### config.mk
export PLATFORM = sky130hd
export DESIGN_NAME = tdc_tot_ram
export DESIGN_NICKNAME = d
export VERILOG_FILES = /design/src/hw/rtl/tdc_time_over_threshold_unit_assert.svh /design/src/hw/rtl/tdc_tot_ram.sv
export SDC_FILE = /design/constraint.sdc
export NUM_CORES = 1
export LEC_CHECK = 0
export BUFFER_PORTS_ARGS = -buffer_cell sky130_fd_sc_hd__buf_2
export CELL_PAD_IN_SITES_DETAIL_PLACEMENT = 0
export CELL_PAD_IN_SITES_GLOBAL_PLACEMENT = 1
export CORE_ASPECT_RATIO = 1.1
export CORE_MARGIN = 10
export CORE_UTILIZATION = 35
export CTS_CLUSTER_DIAMETER = 150
export DETAILED_ROUTE_END_ITERATION = 8
export PLACE_DENSITY_LB_ADDON = 0.05
export SKIP_CTS_REPAIR_TIMING = 1
export SYNTH_ARGS = -nofsm -noshare
export SYNTH_HDL_FRONTEND = slang
export SYNTH_SLANG_ARGS = --single-unit
### constraint.sdc
create_clock -name clock -period 3.3 [get_ports clock]
set_input_delay 0.66 -clock clock [delete_from_list [all_inputs] [get_ports clock]]
set_output_delay 0.66 -clock clock [all_outputs]
set_load 0.02 [all_outputs]
### src/hw/rtl/tdc_time_over_threshold_unit_assert.svh
`ifndef TDC_TIME_OVER_THRESHOLD_UNIT_ASSERT_SVH
`define TDC_TIME_OVER_THRESHOLD_UNIT_ASSERT_SVH

// same-cycle implication, checked on every rising edge outside reset
`define TDC_TOT_ASSERT_NOW(label, ante, cons, msg) \
   label: assert property (@(posedge clock) disable iff (reset) (ante) |-> (cons)) \
      else $error(msg);

// next-cycle implication
`define TDC_TOT_ASSERT_NEXT(label, ante, cons, msg) \
   label: assert property (@(posedge clock) disable iff (reset) (ante) |=> (cons)) \
      else $error(msg);

`endif

### src/hw/rtl/tdc_tot_ram.sv
`timescale 1ns / 1ps

module tdc_tot_ram #(
   parameter int WIDTH = 8,
   parameter int DEPTH = 16,
   localparam int ADDR_W = (DEPTH > 1) ? $clog2(DEPTH) : 1
) (
   input  logic              clock,
   input  logic              wr_en,
   input  logic [ADDR_W-1:0] wr_addr,
   input  logic [WIDTH-1:0]  wr_data,
   input  logic              rd_en,
   input  logic [ADDR_W-1:0] rd_addr,
   output logic [WIDTH-1:0]  rd_data
);

   logic [WIDTH-1:0] mem_ff [DEPTH];
   logic [WIDTH-1:0] rd_data_ff;

   // read-first: a read of the address being written returns the old word
   always_ff @(posedge clock) begin
      if (wr_en) begin
         mem_ff[wr_addr] <= wr_data;
      end
      if (rd_en) begin
         rd_data_ff <= mem_ff[rd_addr];
      end
   end

   assign rd_data = rd_data_ff;

endmodule

==> key figures, run 1 <==
Power and ir drop
  – Worst vdd rail ir drop: 0.000321 V
  – Lkg Pwr: 0.00204 uW
  – PwrDens: 604 nW/um2

Setup path
  – CP max FO: 8
  – Worst path max stage delay: 0.70 ns
  – Critical path class: in -> reg
  – Reg2Reg Setup Slack: 1.77 ns
  – CP delay by family, top: simple AND/OR/NAND/NOR gates
  – CP Buf/Inv Count: 1
  – CP required: 3.33 ns
  – CP startpoint kind: input pin
  – Critical-path top delay cell: nor2_1
  – Critical path arrival: 1.99 ns
  – Crit. End Element: flop
  – Cells along the critical path: buf_2 > or3b_2 > nor2_1

STA
  – Rel. slew slack: 0.404
  – Clk_skew: 0.00615 ns
  – Final Max Slew Viols: 0
  – Max Fclk: 511 MHz
  – Sum Neg Setup Slack: 0 ns
  – Hold WS: 0.632 ns
  – Tmin final: 1.96 ns
  – RSZ-0062 raised after global routing: false
  – Tightest Pin Transition: 0.891 ns
  – Final Setup Violations: 0
  – Tcrit/Tclk final: 0.593
  – Endpoints failing hold: 0

Finish
  – Most frequent cells in the layout: 136 x edfxtp_1, 26 x buf_2, 18 x mux4_2
  – ANT cells: 0
  – Most common cell after layout, fill and taps aside: edfxtp_1
  – Layout area overhead: 17.2%
  – Layout cell share with drive strength beyond 1: 0.277
  – Final nets: 300

Placed design
  – IO buf count: 26
  – Dpl hpwl: 7130 um
  – Placer Congestion: 0.690

Clocking
  – Clk_lat worst skew: 0.41 ns
  – Clock buffer depth: 2
  – Root buf cell: clkbuf_16
  – CTS H-tree lvls: 4
  – Cts bufs inserted: 17
  – CTS tree: built
  – Clock-pin slew on the worst setup and hold paths: 0.05 ns
  – Clock sink count: 136

Route
  – Iteration-0 DRC Markers: 206
  – Post-route antenna net violation count: 0
  – Drt total wl: 11,300 um
  – Pre-antenna DRT Iters: 5
  – DR WL/cell: 23.3 um
  – Vias per std cell: 4.96
  – DRC viols: 0
  – Vias: 2,402

Synth
  – Post-synth cell types: 18
  – Synth Net Count: 248
  – Mean Syn Cell Area: 22.8 um2
  – Seq/Total Area, Yosys: 0.781
  – Seq cells post-synth: 136
  – Syn Std Cell Area: 5230 um2
  – Synth warn: 0
  – Syn Inst Count: 229

Die
  – Initial core utilization: 0.359
  – Die Y: 148 um
  – CORE AREA: 14,600 um2
  – # rows: 46
  – IO Count: 27
  – Die area: 20,200 um2
  – Die width: 137 um

Global route
  – Vias in the first global route: 2,644
  – Remaining global-route overflow: 0
  – Largest net degree at the start of global routing: 33
  – Initial antenna violation count: 0
  – Gr usage total: 0.119
  – First-pass GRT wire length: 16,900 um

Hold path
  – Hold WC Path Type: in -> reg

Outcome
  – Status: finished, final reports clean

Run
  – Max-cap violations: 0
flip-flops by register name, summed over array words and instances, names as in the netlist:
signal   count
mem_ff     128
rd_data      8
power breakdown:
group	switching (uW)	internal, uW
Combinational	115	74.2
Clock	628	926
Sequential	8.79	1950
Total	752	2950
worst register-to-register path, delay by kind of cell, from the launching register on:
kind | cells | cell delay [ns]
simple gates | 1 | 0.11
mux | 1 | 0.47
flops | 1 | 0.36
compound gates | 1 | 0.34
cells in the mapped netlist, drive strengths merged:
master         instances  share of area
and2                   1         0.0012
clkdlybuf4s25          3         0.0057
edfxtp               136           0.78
nor2                  13         0.0093
nor2b                  1         0.0012
nor3                   4         0.0038
nand3b                 2         0.0029
mux4                  32           0.15
and2b                  1         0.0014
a22oi                 16          0.023
buf                    7          0.011
or3b                   1         0.0017
nand3                  1        0.00096
nand2                  9         0.0065
nand2b                 2         0.0024
routing by layer:
| layer | wire length, um | global-route usage | share of wire | vias to the layer above |
|---|---|---|---|---|
| met1 | 5110 | 0.148 | 0.45 | 1257 |
| li1 | - | - | - | 1080 |
| met3 | 486 | 0.0394 | 0.043 | 10 |
| met4 | 113 | 0.0432 | 0.010 | 0 |
| met5 | 0 | 0 | 0 | - |
| met2 | 5590 | 0.189 | 0.49 | 55 |
kinds of logic (layout without fill, tap and decap cells):
family	Yosys count	in the layout	synth area share
multiplexers	32	32	0.148
buffers and inverters	10	73	0.0165
AND/OR/NAND/NOR	35	35	0.0314
AO/OA/AOI/OAI	16	16	0.0230
flip-flops	136	136	0.781
cell type report:
class | instances | area [um2]
clock buffer | 21 | 440
clock inverter | 9 | 36.3
fill | 1289 | 8430
sequential | 136 | 4080
tap | 192 | 240
multi-input combinational | 83 | 1060
timing repair buffer | 43 | 270
path summary, 6_finish.rpt:
kind | from | endpoint | cells past startpoint
worst max-delay path | wr_addr[2] | mem_ff[2][3]$_DFFE_PP_ | 3
worst min-delay path | rd_en | rd_data[6]$_DFFE_PP_ | 1
worst max register to register | mem_ff[3][6]$_DFFE_PP_ | rd_data[6]$_DFFE_PP_ | 3
worst min register to register | mem_ff[14][0]$_DFFE_PP_ | rd_data[0]$_DFFE_PP_ | 3
metrics by stage:
| stage | setup WS, ns | total power, uW | instance area, um2 | utilization | std cells |
|---|---|---|---|---|---|
| 2_1_floorplan | 1.15 | 2100 | 5230 | - | 229 |
| 3_3_place_gp | 0.885 | 2190 | 5650 | 0.388 | 454 |
| 3_5_place_dp | 0.878 | 2190 | 5650 | 0.388 | 454 |
| 4_1_cts | 1.32 | 3740 | 6130 | 0.421 | 484 |
| 5_1_grt | 1.26 | 3830 | 6130 | 0.421 | 484 |
| 6_report | 1.34 | 3700 | 6130 | 0.421 | 484 |
No activity file was read; power rests on OpenSTA's default activity.
==> run 2, diff against run 1 <==
==> constraint.sdc (replaced) <==
create_clock -name clock -period 1.65 [get_ports clock]
set_input_delay 0.33 -clock clock [delete_from_list [all_inputs] [get_ports clock]]
set_output_delay 0.33 -clock clock [all_outputs]
set_load 0.02 [all_outputs]
==> run 2 against run 1 <==
Sequential share of layout area is 2.0 points lower. Sequential power up 100%. Via count grew 1.2%. Critical path type is now reg -> reg. Highest routed layer unchanged.
==> key figures, run 2 (synthesized netlist as in run 1, its figures left out) <==
Outcome
  – Status: finished, final reports clean (unchanged)

Setup path
  – Worst path max stage delay: 0.50 ns (was 0.70 ns)
  – CP required: 1.79 ns (was 3.33 ns)
  – Cells along the critical path: mux4_1 > a22oi_1 > nand2_1 (was buf_2 > or3b_2 > nor2_1)
  – CP max FO: 1 (was 8)
  – Critical path class: reg -> reg (was in -> reg)
  – CP startpoint kind: flop (was input pin)
  – CP delay by family, top: multiplexers (was simple AND/OR/NAND/NOR gates)
  – Critical-path top delay cell: mux4_1 (was nor2_1)
  – CP Buf/Inv Count: 0 (was 1)
  – Crit. End Element: flop (unchanged)
  – Critical path arrival: 1.65 ns (was 1.99 ns)

STA
  – Clk_skew: 0.00483 ns (was 0.00615 ns)
  – Max Fclk: 666 MHz
  – Tightest Pin Transition: 0.813 ns (was 0.891 ns)
  – Rel. slew slack: 0.457 (was 0.404)
  – Final Max Slew Viols: 0 (unchanged)
  – Final Setup Violations: 0 (unchanged)
  – Endpoints failing hold: 0 (unchanged)
  – RSZ-0062 raised after global routing: false (unchanged)
  – Final setup margin: 0.149 ns (was 1.34 ns)
  – Tcrit/Tclk final: 0.910
  – Tmin final: 1.50 ns

Clocking
  – Clock buffer depth: 2 (unchanged)
  – Clock-pin slew on the worst setup and hold paths: 0.06 ns (was 0.05 ns)
  – Cts bufs inserted: 17 (unchanged)
  – CTS tree: built (unchanged)
  – Root buf cell: clkbuf_16 (unchanged)
  – CTS H-tree lvls: 4 (unchanged)
  – Clock sink count: 136 (unchanged)
  – Clk_lat worst skew: 0.41 ns (about the same)

Die
  – # rows: 46 (unchanged)
  – Die width: 137 um (unchanged)
  – Die area: 20,200 um2 (unchanged)
  – Initial core utilization: 0.359 (unchanged)
  – Die Y: 148 um (unchanged)
  – IO Count: 27 (unchanged)
  – CORE AREA: 14,600 um2 (unchanged)

Route
  – DRC viols: 0 (unchanged)
  – Pre-antenna DRT Iters: 5 (unchanged)
  – Iteration-0 DRC Markers: 159 (was 206)
  – Post-route antenna net violation count: 0 (unchanged)
  – Vias: 2,431 (was 2,402)
  – DR WL/cell: 22.2 um (was 23.3 um)
  – Vias per std cell: 4.93 (was 4.96)
  – Drt total wl: 11,000 um (was 11,300 um)

Placed design
  – Dpl hpwl: 7490 um (was 7130 um)
  – IO buf count: 26 (unchanged)
  – Pre-CTS setup slack: -0.266 ns (was 0.878 ns)
  – Placer Congestion: 0.702 (was 0.690)

Finish
  – Final nets: 308 (was 300)
  – Layout cell share with drive strength beyond 1: 0.319 (was 0.277)
  – Multi-input logic area: 1060 um2 (about the same)
  – Max reg flops: 128 (unchanged)
  – Layout fillers: 1,268 (was 1,289)
  – ANT cells: 0 (unchanged)
  – Layout area overhead: 20.9% (was 17.2%)
  – Most frequent cells in the layout: 136 x edfxtp_1, 26 x buf_2, 21 x buf_4 (was 136 x edfxtp_1, 26 x buf_2, 18 x mux4_2)
  – Largest Register: mem_ff (unchanged)
  – Most common cell after layout, fill and taps aside: edfxtp_1 (unchanged)
  – FF/Latch Area: 4080 um2 (unchanged)
  – Final core area utilization: 0.434 (was 0.421)

Global route
  – First-pass GRT wire length: 16,800 um (was 16,900 um)
  – Vias in the first global route: 2,616 (was 2,644)
  – Gr usage total: 0.116 (was 0.119)
  – Initial antenna violation count: 0 (unchanged)
  – Remaining global-route overflow: 0 (unchanged)
  – Largest net degree at the start of global routing: 17 (was 33)

Power and ir drop
  – PnR Total Power: 7930 uW (was 3700 uW)
  – Lkg Pwr: 0.00214 uW (was 0.00204 uW)
  – Worst vdd rail ir drop: 0.000806 V (was 0.000321 V)
  – PwrDens: 1260 nW/um2 (was 604 nW/um2)

Hold path
  – Hold WC Path Type: in -> reg (unchanged)

Run
  – Max-cap violations: 0 (unchanged)
[run 2: cell count changes in the layout (fill, tap and decap cells not counted)]
cell	delta
buf_12	+3
buf_4	+5
bufinv_16	+3
clkbuf_1	-3
clkinv_1	-2
clkinv_2	+2
clkinvlp_4	+1
nor3_1	-1
nor3_2	+1
[run 2: report_power, final]
part	internal (uW)	leakage, uW	switching, uW
Sequential	3900	0.00124	21.7
Clock	2320	0.000277	1300
Combinational	166	0.000623	229
Total	6380	0.00214	1550
[run 2: stage by stage]
stage | TNS [ns] | hold WS [ns] | instance area, um2 | cells
2_1_floorplan | 0 | 0.429 | 5230 | 229
6_report | 0 | 0.303 | 6320 | 493
4_1_cts | 0 | 0.296 | 6320 | 493
3_3_place_gp | -1.75 | 0.726 | 5750 | 462
5_1_grt | 0 | 0.290 | 6320 | 493
3_5_place_dp | -1.72 | 0.732 | 5750 | 462
[run 2: cell type report]
class                           count  share of cell area
Sequential cell                   136               0.646
Multi-Input combinational cell     83               0.168
Clock buffer                       18              0.0679
Timing Repair Buffer               51              0.0582
Tap cell                          192              0.0380
Clock inverter                     13              0.0216
[run 2: final timing paths]
| kind | start | end | slack [ns] | cells past startpoint |
|---|---|---|---|---|
| min | wr_data[4] | mem_ff[14][4]$_DFFE_PP_ | 0.30 | 1 |
| max reg2reg | mem_ff[1][0]$_DFFE_PP_ | rd_data[0]$_DFFE_PP_ | 0.15 | 3 |
| min reg2reg | mem_ff[14][5]$_DFFE_PP_ | rd_data[5]$_DFFE_PP_ | 0.76 | 3 |
| max | mem_ff[1][0]$_DFFE_PP_ | rd_data[0]$_DFFE_PP_ | 0.15 | 3 |
[run 2: layer usage]
layer | share of wire | vias up | global-route usage | wire length, um
met5 | 0 | - | 0 | 0
met4 | 0.0097 | 0 | 0.0400 | 106
met3 | 0.043 | 10 | 0.0394 | 471
met2 | 0.48 | 61 | 0.177 | 5300
met1 | 0.46 | 1262 | 0.151 | 5090
li1 | - | 1098 | - | -
